**config.mk**
```make
export PLATFORM = sky130hd
export DESIGN_NAME = power_trace_capture_sequencer_top
export DESIGN_NICKNAME = d
export VERILOG_FILES = /design/src/rtl/ptcs_pkg.sv /design/src/rtl/ptcs_core.sv /design/src/rtl/power_trace_capture_sequencer_top.sv
export SDC_FILE = /design/constraint.sdc
export NUM_CORES = 1
export LEC_CHECK = 0
export BUFFER_PORTS_ARGS = -buffer_cell sky130_fd_sc_hd__buf_2
export CAP_MARGIN = 5
export CORE_MARGIN = 8
export CORE_UTILIZATION = 45
export CTS_CLUSTER_DIAMETER = 120
export DETAILED_ROUTE_END_ITERATION = 12
export PLACE_DENSITY_LB_ADDON = 0.08
export SYNTH_ARGS = -nofsm -noshare
export SYNTH_HDL_FRONTEND = slang
export SYNTH_HIERARCHICAL = 1
export SYNTH_SLANG_ARGS = --single-unit
export TNS_END_PERCENT = 1
```
**constraint.sdc**
```tcl
create_clock -name clk -period 5.5 [get_ports clk]
set_input_delay 0.275 -clock clk [delete_from_list [all_inputs] [get_ports clk]]
set_output_delay 0.275 -clock clk [all_outputs]
set_load 0.01 [all_outputs]
```
**src/rtl/ptcs_pkg.sv**
```systemverilog
`default_nettype none
// ----------------------------------------------------------------------------
// Power trace capture sequencer package
// Shared beat types, configuration record, operation and register codes,
// and the milliwatt to centiwatt conversion.
// ----------------------------------------------------------------------------
package ptcs_pkg;

    localparam int unsigned SAMPLE_COUNT_DEF = 4096;
    localparam logic [18:0] TIME_CAP = 19'd300000;
    localparam logic [15:0] CW_MAX = 16'd65535;
    // Smallest power in milliwatts whose tenth reaches the centiwatt ceiling.
    localparam logic [23:0] MW_SAT = 24'd655350;
    // Reciprocal of ten scaled by 2^23, exact for every quotient below the ceiling.
    localparam logic [19:0] RECIP_TEN = 20'd838861;

    localparam int unsigned CFG_IDX_W = 3;
    localparam int unsigned CFG_DATA_W = 32;

    localparam logic [CFG_IDX_W-1:0] REG_START_DELAY = 3'd0;
    localparam logic [CFG_IDX_W-1:0] REG_START_ON_BUSY = 3'd1;
    localparam logic [CFG_IDX_W-1:0] REG_CAPTURE_DURATION = 3'd2;
    localparam logic [CFG_IDX_W-1:0] REG_SAMPLE_DIVISOR = 3'd3;
    localparam logic [CFG_IDX_W-1:0] REG_RING_MODE = 3'd4;

    typedef enum logic [1:0] {
        OP_TICK  = 2'd0,
        OP_START = 2'd1,
        OP_STOP  = 2'd2,
        OP_BUSY  = 2'd3
    } opcode_t;

    typedef struct packed {
        opcode_t            opcode;
        logic [31:0]        now_ms;
        logic signed [23:0] power_mw;
        logic               busy_now;
    } in_beat_t;

    typedef struct packed {
        logic        write_valid;
        logic [11:0] write_index;
        logic [15:0] sample_centiwatts;
        logic [12:0] next_index;
        logic        wrapped;
        logic        capturing;
    } out_beat_t;

    typedef struct packed {
        logic [18:0] start_delay;
        logic        start_on_busy;
        logic [18:0] capture_duration;
        logic [15:0] sample_divisor;
        logic        ring_mode;
    } cfg_t;

    // Floor of mW / 10, zero for non-positive power, clamped to the ceiling.
    function automatic logic [15:0] to_centiwatts(input logic signed [23:0] mw);
        logic [39:0] prod;
        logic [15:0] cw;
        prod = {20'd0, mw[19:0]} * {20'd0, RECIP_TEN};
        if (mw[23] || (mw == 24'sd0))
        begin
            cw = 16'd0;
        end
        else if (unsigned'(mw) >= MW_SAT)
        begin
            cw = CW_MAX;
        end
        else
        begin
            cw = prod[38:23];
        end
        return cw;
    endfunction

    function automatic logic [18:0] sat_time(input logic [18:0] v);
        return (v > TIME_CAP) ? TIME_CAP : v;
    endfunction

endpackage
`default_nettype wire

```
**src/rtl/ptcs_core.sv**
```systemverilog
`default_nettype none
// ----------------------------------------------------------------------------
// Power trace capture sequencer core
// Holds the capture state and turns one operation beat into one result beat.
// ----------------------------------------------------------------------------
module ptcs_core
    import ptcs_pkg::*;
#(
    parameter int unsigned SAMPLE_COUNT = SAMPLE_COUNT_DEF
)
(
    input  wire logic      clk,
    input  wire logic      rst_n,
    input  wire logic      step,
    input  wire in_beat_t  beat,
    input  wire cfg_t      cfg,
    output out_beat_t      result
);

    localparam int unsigned SLOT_W = $clog2(SAMPLE_COUNT + 1);
    localparam logic [SLOT_W-1:0] SLOT_FULL = SLOT_W'(SAMPLE_COUNT);

    logic              enabled_reg, enabled_next;
    logic [15:0]       phase_reg, phase_next;
    logic [31:0]       not_before_reg, not_before_next;
    logic              wait_busy_reg, wait_busy_next;
    logic              busy_seen_reg, busy_seen_next;
    logic              reset_on_busy_reg, reset_on_busy_next;
    logic [18:0]       duration_reg, duration_next;
    logic [31:0]       deadline_reg, deadline_next;
    logic [SLOT_W-1:0] slot_reg, slot_next;
    logic              wrapped_reg, wrapped_next;

    logic              go;
    logic [15:0]       phase_inc;
    logic [31:0]       start_nb;
    logic [SLOT_W-1:0] wr;

    always_comb
    begin
        enabled_next       = enabled_reg;
        phase_next         = phase_reg;
        not_before_next    = not_before_reg;
        wait_busy_next     = wait_busy_reg;
        busy_seen_next     = busy_seen_reg;
        reset_on_busy_next = reset_on_busy_reg;
        duration_next      = duration_reg;
        deadline_next      = deadline_reg;
        slot_next          = slot_reg;
        wrapped_next       = wrapped_reg;
        go                 = 1'b0;
        phase_inc          = phase_reg + 16'd1;
        start_nb           = beat.now_ms + 32'(sat_time(cfg.start_delay));
        wr                 = slot_reg;
        result             = '0;

        case (beat.opcode)
            OP_START:
            begin
                slot_next       = '0;
                wrapped_next    = 1'b0;
                phase_next      = 16'd0;
                not_before_next = start_nb;
                wait_busy_next  = cfg.start_on_busy;
                duration_next   = sat_time(cfg.capture_duration);
                enabled_next    = 1'b1;
                if (cfg.start_on_busy)
                begin
                    // Armed now only if the trigger condition already holds.
                    busy_seen_next     = beat.busy_now;
                    reset_on_busy_next = !beat.busy_now;
                    deadline_next      = (beat.busy_now && (duration_next != 19'd0))
                                         ? start_nb + 32'(duration_next) : 32'd0;
                end
                else
                begin
                    busy_seen_next     = 1'b1;
                    reset_on_busy_next = 1'b0;
                    deadline_next      = (duration_next != 19'd0)
                                         ? start_nb + 32'(duration_next) : 32'd0;
                end
            end
            OP_STOP:
            begin
                enabled_next       = 1'b0;
                wait_busy_next     = 1'b0;
                busy_seen_next     = 1'b0;
                reset_on_busy_next = 1'b0;
                duration_next      = 19'd0;
                deadline_next      = 32'd0;
            end
            OP_BUSY:
            begin
                if (enabled_reg && wait_busy_reg && !busy_seen_reg)
                begin
                    busy_seen_next = 1'b1;
                    if (reset_on_busy_reg)
                    begin
                        slot_next          = '0;
                        wrapped_next       = 1'b0;
                        phase_next         = 16'd0;
                        reset_on_busy_next = 1'b0;
                        if (duration_reg != 19'd0)
                        begin
                            deadline_next = beat.now_ms + 32'(duration_reg);
                        end
                    end
                end
            end
            OP_TICK:
            begin
                go = enabled_reg && (beat.now_ms >= not_before_reg)
                     && !(wait_busy_reg && !busy_seen_reg);
                if (go && (cfg.sample_divisor > 16'd1))
                begin
                    if (phase_inc < cfg.sample_divisor)
                    begin
                        phase_next = phase_inc;
                        go         = 1'b0;
                    end
                    else
                    begin
                        phase_next = 16'd0;
                    end
                end
                if (go && (deadline_reg != 32'd0) && (beat.now_ms >= deadline_reg))
                begin
                    enabled_next = 1'b0;
                    go           = 1'b0;
                end
                if (go && (slot_reg >= SLOT_FULL))
                begin
                    if (cfg.ring_mode)
                    begin
                        wrapped_next = 1'b1;
                        wr           = '0;
                    end
                    else
                    begin
                        enabled_next = 1'b0;
                        go           = 1'b0;
                    end
                end
                if (go)
                begin
                    slot_next                = wr + SLOT_W'(1);
                    result.write_valid       = 1'b1;
                    result.write_index       = 12'(wr);
                    result.sample_centiwatts = to_centiwatts(beat.power_mw);
                end
            end
            default:
            begin
                go = 1'b0;
            end
        endcase

        result.next_index = 13'(slot_next);
        result.wrapped    = wrapped_next;
        result.capturing  = enabled_next;
    end

    always_ff @(posedge clk or negedge rst_n)
    begin
        if (!rst_n)
        begin
            enabled_reg       <= 1'b0;
            phase_reg         <= 16'd0;
            not_before_reg    <= 32'd0;
            wait_busy_reg     <= 1'b0;
            busy_seen_reg     <= 1'b0;
            reset_on_busy_reg <= 1'b0;
            duration_reg      <= 19'd0;
            deadline_reg      <= 32'd0;
            slot_reg          <= '0;
            wrapped_reg       <= 1'b0;
        end
        else if (step)
        begin
            enabled_reg       <= enabled_next;
            phase_reg         <= phase_next;
            not_before_reg    <= not_before_next;
            wait_busy_reg     <= wait_busy_next;
            busy_seen_reg     <= busy_seen_next;
            reset_on_busy_reg <= reset_on_busy_next;
            duration_reg      <= duration_next;
            deadline_reg      <= deadline_next;
            slot_reg          <= slot_next;
            wrapped_reg       <= wrapped_next;
        end
    end

`ifndef SYNTHESIS
    a_slot_in_range: assert property (@(posedge clk) disable iff (!rst_n)
        slot_reg <= SLOT_FULL)
        else $error("write slot ran past the end of the store");

    a_write_while_on: assert property (@(posedge clk) disable iff (!rst_n)
        result.write_valid |-> (result.capturing && (beat.opcode == OP_TICK)))
        else $error("sample write without an enabled tick");

    a_stop_disables: assert property (@(posedge clk) disable iff (!rst_n)
        (step && (beat.opcode == OP_STOP)) |=> (!enabled_reg && (deadline_reg == 32'd0)))
        else $error("stop did not end capture");

    a_idle_fields_zero: assert property (@(posedge clk) disable iff (!rst_n)
        !result.write_valid |-> ((result.write_index == 12'd0)
                                 && (result.sample_centiwatts == 16'd0)))
        else $error("write fields not cleared on a beat without a write");
`endif

endmodule
`default_nettype wire

```
**src/rtl/power_trace_capture_sequencer_top.sv**
```systemverilog
`default_nettype none
// ----------------------------------------------------------------------------
// Power trace capture sequencer
// Sequences the capture of a power trace into an external sample store.
// ----------------------------------------------------------------------------
// Usage:
// Operation beats (tick, start, stop, busy trigger) arrive on the in channel;
// every beat yields exactly one result beat on the out channel, in order,
// carrying the store write (if any), the next index, the wrapped flag and
// whether capture is still enabled. Settings are written through the cfg
// channel, which is always ready; write it only while the block is drained.
// Pipeline: one register stage holds the accepted beat, the result register
// holds the answer, and the capture state updates as the beat moves between
// them, so the block sustains one beat per cycle while out_ready is high. A
// beat reaches out by way of the input stage and then the result register.
// When the receiver stalls, the result register holds its beat and the input
// stage can still take one more beat; after that in_ready drops until the
// result is taken. Asynchronous reset empties both stages, clears all capture
// state and returns the settings to their defaults (divisor one, others zero).
// ----------------------------------------------------------------------------
module power_trace_capture_sequencer_top
    import ptcs_pkg::*;
#(
    parameter int unsigned SAMPLE_COUNT = SAMPLE_COUNT_DEF
)
(
    input  wire logic                  clk,
    input  wire logic                  rst_n,
    input  wire logic                  in_valid,
    output logic                       in_ready,
    input  wire in_beat_t              in_data,
    output logic                       out_valid,
    input  wire logic                  out_ready,
    output out_beat_t                  out_data,
    input  wire logic                  cfg_valid,
    output logic                       cfg_ready,
    input  wire logic [CFG_IDX_W-1:0]  cfg_index,
    input  wire logic [CFG_DATA_W-1:0] cfg_data
);

    logic      s1_valid_reg;
    in_beat_t  s1_beat_reg;
    logic      out_valid_reg;
    out_beat_t out_beat_reg;
    cfg_t      cfg_reg;
    out_beat_t result;
    logic      advance;

    // The held beat moves on whenever the result register is free or emptying.
    assign advance   = s1_valid_reg && (!out_valid_reg || out_ready);
    assign in_ready  = !s1_valid_reg || advance;
    assign out_valid = out_valid_reg;
    assign out_data  = out_beat_reg;
    assign cfg_ready = 1'b1;

    ptcs_core #(
        .SAMPLE_COUNT (SAMPLE_COUNT)
    ) u_core (
        .clk    (clk),
        .rst_n  (rst_n),
        .step   (advance),
        .beat   (s1_beat_reg),
        .cfg    (cfg_reg),
        .result (result)
    );

    // Stage valid flags.
    always_ff @(posedge clk or negedge rst_n)
    begin
        if (!rst_n)
        begin
            s1_valid_reg  <= 1'b0;
            out_valid_reg <= 1'b0;
        end
        else
        begin
            if (in_valid && in_ready)
            begin
                s1_valid_reg <= 1'b1;
            end
            else if (advance)
            begin
                s1_valid_reg <= 1'b0;
            end
            if (advance)
            begin
                out_valid_reg <= 1'b1;
            end
            else if (out_ready)
            begin
                out_valid_reg <= 1'b0;
            end
        end
    end

    // Payload registers carry no reset.
    always_ff @(posedge clk)
    begin
        if (in_valid && in_ready)
        begin
            s1_beat_reg <= in_data;
        end
        if (advance)
        begin
            out_beat_reg <= result;
        end
    end

    // Settings. Time settings saturate at the cap on write; unknown indexes are dropped.
    always_ff @(posedge clk or negedge rst_n)
    begin
        if (!rst_n)
        begin
            cfg_reg <= '{start_delay: 19'd0, start_on_busy: 1'b0,
                         capture_duration: 19'd0, sample_divisor: 16'd1,
                         ring_mode: 1'b0};
        end
        else if (cfg_valid && cfg_ready)
        begin
            case (cfg_index)
                REG_START_DELAY:      cfg_reg.start_delay      <= sat_time(cfg_data[18:0]);
                REG_START_ON_BUSY:    cfg_reg.start_on_busy    <= cfg_data[0];
                REG_CAPTURE_DURATION: cfg_reg.capture_duration <= sat_time(cfg_data[18:0]);
                REG_SAMPLE_DIVISOR:   cfg_reg.sample_divisor   <= cfg_data[15:0];
                REG_RING_MODE:        cfg_reg.ring_mode        <= cfg_data[0];
                default:              cfg_reg                  <= cfg_reg;
            endcase
        end
    end

`ifndef SYNTHESIS
    a_stage_moves: assert property (@(posedge clk) disable iff (!rst_n)
        advance |=> out_valid_reg)
        else $error("advanced beat did not reach the result register");

    a_no_overrun: assert property (@(posedge clk) disable iff (!rst_n)
        (s1_valid_reg && out_valid_reg && !out_ready) |-> !in_ready)
        else $error("input taken while both stages are full");

    a_time_caps: assert property (@(posedge clk) disable iff (!rst_n)
        (cfg_reg.start_delay <= TIME_CAP) && (cfg_reg.capture_duration <= TIME_CAP))
        else $error("time setting above its cap");
`endif

endmodule
`default_nettype wire
```
# Word level (Yosys, flattened, before mapping)
# Index checks and enable logic that the tools add are counted.
[op_classes]
n_addsub = 5
n_mul = 1
magnitude_cmp = 9
eq_ne = 11
n_mux = 54
bitwise_logic = 2
n_reduce_logical = 43
[ops]
columns = ["cell", "count"]
rows = [
  ["2-to-1 mux 32 bit", 6],
  ["adder 32 x 19 -> 32 bit", 3],
  ["2-to-1 mux 16 bit", 6],
  ["case mux 32 bit (3 select lines)", 1],
  ["2-to-1 mux 13 bit", 6],
  ["greater-or-equal comparator 32 bit", 2],
  ["greater-than comparator 19 bit, second input constant", 3],
  ["2-to-1 mux 19 bit", 3],
  ["case mux 16 bit (3 select lines)", 1],
  ["multiplier 20 x 20 -> 39 bit, second input constant", 1],
  ["case mux 13 bit (3 select lines)", 1],
  ["case mux 19 bit (2 select lines)", 1],
  ["nonzero test 19 bit", 2],
  ["nonzero test 32 bit", 1],
  ["2-to-1 mux 29 bit", 1],
  ["greater-or-equal comparator 24 x 20 -> 1 bit, second input constant", 1],
  ["logical NOT 24 bit", 1],
  ["2-to-1 mux 1 bit", 23],
  ["adder 16 x 1 -> 16 bit, second input constant", 1],
  ["greater-than comparator 16 x 1 -> 1 bit, second input constant", 1],
  ["< comparator 16 bit", 1],
  ["AND reduction 2 bit", 8],
  ["adder 13 x 1 -> 13 bit, second input constant", 1],
  ["greater-or-equal comparator 13 bit, second input constant", 1],
  ["other kinds (19)", 49],
]
[totals]
register_bits = 278
input_bits = 99
output_inout_bits = 47
word_cells = 152

# Longest topological paths before layout
[depth]
depth_word = 17
depth_mapped = 29
mapped_depth_nobuf = 29

# Hierarchy
# The synthesis kept the hierarchy.
[modules_own_cells]
columns = ["mod", "instances", "cells_per_inst", "area_per_inst_um2", "seq_area_each_um2"]
rows = [
  ["ptcs_core", 1, 2131, 18507.8, 2927.8],
  ["power_trace_capture_sequencer_top", 1, 307, 5626.6, 4545.6],
]

# Least setup slack after synthesis
# No wires, ideal clock.
[synth_path]
path_kind = "reg-to-reg"
startpoint = "register s1_beat_reg[1] in the netlist's numbering"
endpoint = "register out_beat_reg, in the netlist out_data[29], data pin"
setup_ns = 0.272
t_arrival_ns = 5.801
required_ns = 5.228
path_slack_ns = -0.573
path_stages_with_launch = 23
n_path_buf = 0
period_less_slack_ns = 6.073
cell_sequence = "edfxtp_1 inv_1 ha_1 ha_1 inv_1 fa_1 inv_1 fa_1 fa_1 fa_1 inv_1 fa_1 inv_1 ha_1 and4_1 a221oi_1 o21ai_1 nand3_1 a41oi_1 a41oi_1 nand2b_1 a2111oi_0 nor4bb_1"
[synth_between]
elab_chain_cells = 3
elab_cells_between_ends = 6
classes_between = "1 x mul; 1 x order compare; 1 x mux; 3 x reduce/logical"
[synth_rtl]
columns = ["item", "line_no", "rtl"]
rows = [
  ["start, declared", "power_trace_capture_sequencer_top.sv:42", "in_beat_t s1_beat_reg;"],
  ["start signal, assigned", "power_trace_capture_sequencer_top.sv:101", "s1_beat_reg <= in_data;"],
  ["branches (longest 3 deep; another with multiplier 20 x 20 -> 39 bit)", "n/a", ""],
  ["end signal, assigned", "power_trace_capture_sequencer_top.sv:105", "out_beat_reg <= result;"],
  ["end, declared", "power_trace_capture_sequencer_top.sv:44", "out_beat_t out_beat_reg;"],
]
# Parallel ways; which one is timed is not known.
# A chain may end at the register's enable or synchronous reset.

# Worst setup path in the final report
[layout_path]
startpoint = "register s1_beat_reg[11] in the netlist's numbering"
endpoint = "register out_beat_reg, in the netlist out_data[25], data pin"
# Same word-level chain as after synthesis.

==> load_flow_metrics.sql <==
INSERT INTO impl_metrics (metric_group, metric, value, unit) VALUES
('sta', 'final-max-slew-violation-count', '0', ''),
('sta', 'final_critical_path_setup_slack', '-663', 'ps'),
('synth', 'syn_area', '0.0241', 'mm²'),
('clock_tree', 'number_of_cts_inserted_buffers', '36', ''),
('final_layout', 'drive_gt1_share', '22.6', '%'),
('synth', 'synth_most_common_cell', 'sky130_fd_sc_hd__ha_1', ''),
('route', 'drt_first_iter_violations', '1173', ''),
('placement', 'globalplace.congestion', '0.910', ''),
('sta', 'timing_hold_violations_final', '0', ''),
('sta', 'period_minus_slack', '6160', 'ps'),
('hold_path', 'worst_hold_class', 'primary input to flop', ''),
('synth', 'synth_top_cells_by_area', 'sky130_fd_sc_hd__ha_1 (18%), sky130_fd_sc_hd__dfrtp_1 (18%), sky130_fd_sc_hd__edfxtp_1 (13%)', ''),
('synth', 'ys.flop_type', 'sky130_fd_sc_hd__dfrtp_1', ''),
('final_layout', 'layout.cell_area.non_filler', '0.0300', 'mm²'),
('synth', 'fraction_of_registers_with_async_set_reset', '62.9', '%'),
('status', 'failed_checks', 'negative setup slack', ''),
('route', 'post_drt_via_cell_ratio', '5.42', ''),
('floorplanning', 'core_region_area', '0.0534', 'mm²'),
('final_layout', 'n_fill_cell', '4800', ''),
('sta', 'final-setup-viol-count', '25', ''),
('sta', 'timing.slew.headroom', '26.5', '%'),
('clock_tree', 'clock_sink_count', '278', ''),
('pwr', 'combPwrFrac', '68.8', '%'),
('pwr', 'netSwitchingPower', '0.00727', 'W'),
('route', 'detail_route.drc_violations', '0', ''),
('floorplanning', 'initial_core_util', '45.2', '%'),
('status', 'run_status', 'finished with violations', ''),
('critical_path', 'critical_path_arrival', '6430', 'ps'),
('synth', 'syn_nets', '3022', ''),
('sta', 'max_slew.worst_pin.slew', '1090', 'ps'),
('floorplanning', 'fp.dieH', '248', 'µm'),
('sta', 'setup_total_negative_slack', '-8420', 'ps'),
('route', 'antenna_left', '0', ''),
('synth', 'postSynthRegisterBits', '278', ''),
('critical_path', 'critical_path.startpoint_type', 'flop', ''),
('synth', 'synthDominantAreaCellType', 'sky130_fd_sc_hd__ha_1', ''),
('floorplanning', 'top_level_ports', '146', ''),
('synth', 'synth_sequential_area_ratio', '31.0', '%'),
('global_route', 'antenna_found_initial', '0', ''),
('synth', 'post_synth.cell_area_avg', '9.90', 'µm²'),
('floorplanning', 'floorplan.die_area', '0.0613', 'mm²'),
('critical_path', 'end_kind', 'flop', ''),
('route', 'detail_route.first_pass.iterations', '5', ''),
('critical_path', 'timing.setup.critical_path_class', 'flop to flop', ''),
('sta', 'hold_slack', '37.2', 'ps'),
('synth', 'synth_top_area_share', '18.3', '%'),
('sta', 'rsz0062_at_grt', 'yes', ''),
('clock_tree', 'tritoncts_clock_tree', 'done', ''),
('global_route', 'grt_max_degree', '69', ''),
('final_layout', 'finish.net_count', '3463', ''),
('clock_tree', 'cts_h_tree_lvls', '2', ''),
('final_layout', 'antenna_cells_inserted', '0', ''),
('synth', 'synth_common_cells', 'sky130_fd_sc_hd__ha_1 (353), sky130_fd_sc_hd__inv_1 (312), sky130_fd_sc_hd__dfrtp_1 (174)', ''),
('pwr', 'post-layout-total-power', '0.0168', 'W'),
('pwr', 'p_clk_share', '13.8', '%'),
('final_layout', 'final_cell_count_no_fill', '3603', ''),
('clock_tree', 'clock_tree.root_cell', 'sky130_fd_sc_hd__clkbuf_16', ''),
('sta', 'clock-skew-final', '20.7', 'ps'),
('pwr', 'irDropWorstVdd', '0.619', 'mV'),
('global_route', 'wire_length_of_the_first_global_routing_pass', '110000', 'µm'),
('critical_path', 'cp_data_required_time', '5760', 'ps'),
('clock_tree', 'clkSlewWorstSetupHoldPaths', '60', 'ps'),
('pwr', 'leakage', '14.4', 'nW'),
('floorplanning', 'floorplan.rows', '85', ''),
('clock_tree', 'clock_latency', '550', 'ps'),
('pwr', 'power.density_cell_area', '561', 'mW/mm²'),
('critical_path', 'critPathMaxFanout', '5', ''),
('sta', 'final_worst_path_cycle_share', '112', '%'),
('pwr', 'pwr-share-seq', '17.4', '%'),
('global_route', 'grt_usage', '22.9', '%'),
('global_route', 'first_global_vias', '20000', '');
## power groups by stage
stage / Sequential [W] / Clock [W] / Combinational (W)
2_1_floorplan: 0.00282 / 0 / 0.00687
3_3_place_gp: 0.00293 / 0 / 0.0102
3_5_place_dp: 0.00295 / 0 / 0.0103
4_1_cts: 0.00291 / 0.00238 / 0.0110
5_1_grt: 0.00297 / 0.00246 / 0.0131
6_report: 0.00292 / 0.00232 / 0.0116
## cell type report
| class | count | area share, % |
|---|---|---|
| inverter | 312 | 3.91 |
| clock inverter | 15 | 0.334 |
| sequential | 278 | 24.9 |
| multi-input combinational | 1786 | 53.2 |
| clock buffer | 51 | 3.54 |
| timing repair buffer | 465 | 11.2 |
| tap | 696 | 2.91 |
## timing repair
item / CTS / global route
setup endpoints to repair: 32 / 40
hold buffers: 63 / 0
hold endpoints to repair: 126 / 0
resized for setup: 38 / 64
setup buffers: 15 / 12
pin swaps: 23 / 43
gates cloned: 0 / 0
## worst max-delay path: stages, from the launching register on
cell,delay (ps)
sky130_fd_sc_hd__edfxtp_1,510
sky130_fd_sc_hd__buf_6,170
sky130_fd_sc_hd__inv_2,60
sky130_fd_sc_hd__ha_4,210
sky130_fd_sc_hd__fa_1,440
sky130_fd_sc_hd__ha_1,300
sky130_fd_sc_hd__inv_1,50
sky130_fd_sc_hd__fa_1,470
sky130_fd_sc_hd__inv_1,50
sky130_fd_sc_hd__fa_2,440
sky130_fd_sc_hd__fa_1,500
sky130_fd_sc_hd__inv_2,40
sky130_fd_sc_hd__fa_1,480
sky130_fd_sc_hd__inv_1,60
sky130_fd_sc_hd__ha_4,220
sky130_fd_sc_hd__a21oi_2,150
sky130_fd_sc_hd__o21ai_2,80
sky130_fd_sc_hd__a221oi_4,280
sky130_fd_sc_hd__o21ai_2,140
sky130_fd_sc_hd__nand3_2,130
sky130_fd_sc_hd__a41oi_4,140
sky130_fd_sc_hd__o21a_1,260
sky130_fd_sc_hd__o41a_1,440
sky130_fd_sc_hd__xnor2_1,190
sky130_fd_sc_hd__a21oi_1,80
## per-layer routing
metal	global-route usage, %	vias to the layer above	routed length (µm)
li1	-	9450	-
met3	2.83	102	2620
met5	0	-	0
met2	39.4	420	34100
met1	30.3	9574	31800
met4	6.57	0	1970
## placed cells by master (no fill, tap or decap), types with 110 or more instances in the layout
master and instances:
sky130_fd_sc_hd__a21oi_1 138, sky130_fd_sc_hd__buf_2 130, sky130_fd_sc_hd__buf_4 266, sky130_fd_sc_hd__dfrtp_1 174, sky130_fd_sc_hd__fa_1 131, sky130_fd_sc_hd__ha_1 313, sky130_fd_sc_hd__inv_1 294, sky130_fd_sc_hd__nand2_1 140
sky130_fd_sc_hd__nor2_1 116, sky130_fd_sc_hd__o21ai_0 110
## path summary, 6_finish.rpt
check / start / to / slack, ps / cells past startpoint
setup / recovery: s1_beat_reg[11]$_DFFE_PP_ / out_data[25]$_DFFE_PP_ / -660 / 24
hold / removal: cfg_data[5] / cfg_reg[6]$_DFFE_PN0P_ / 40 / 2
setup reg to reg: s1_beat_reg[11]$_DFFE_PP_ / out_data[25]$_DFFE_PP_ / -660 / 24
hold reg to reg: u_core/wait_busy_reg$_DFFE_PN0P_ / u_core/wait_busy_reg$_DFFE_PN0P_ / 480 / 2
max in group asynchronous: rst_n / u_core/phase_reg[13]$_DFFE_PN0P_ / 3830 / 3
min in group asynchronous: rst_n / u_core/not_before_reg[19]$_DFFE_PN0P_ / 300 / 2
## cell families (layout without fill, tap and decap cells)
| group | after synthesis | count (layout) | synth area share [%] |
|---|---|---|---|
| compound gates | 527 | 527 | 14.0 |
| other cells | 1 | 1 | 0.0155 |
| mux | 60 | 60 | 2.70 |
| simple gates | 590 | 590 | 12.7 |
| flops | 278 | 278 | 31.0 |
| fa+ha+maj | 485 | 485 | 29.2 |
| buf+inv | 374 | 843 | 5.98 |
| xor+xnor | 123 | 123 | 4.46 |
## through the flow
| step | util [%] | worst slack [ps] |
|---|---|---|
| 6_report | 56.1 | -663 |
| 2_1_floorplan | - | -370 |
| 3_3_place_gp | 51.5 | -824 |
| 4_1_cts | 55.4 | -604 |
| 5_1_grt | 56.1 | -840 |
| 3_5_place_dp | 51.5 | -998 |
Note: power is estimated with default switching activity, not from simulation.
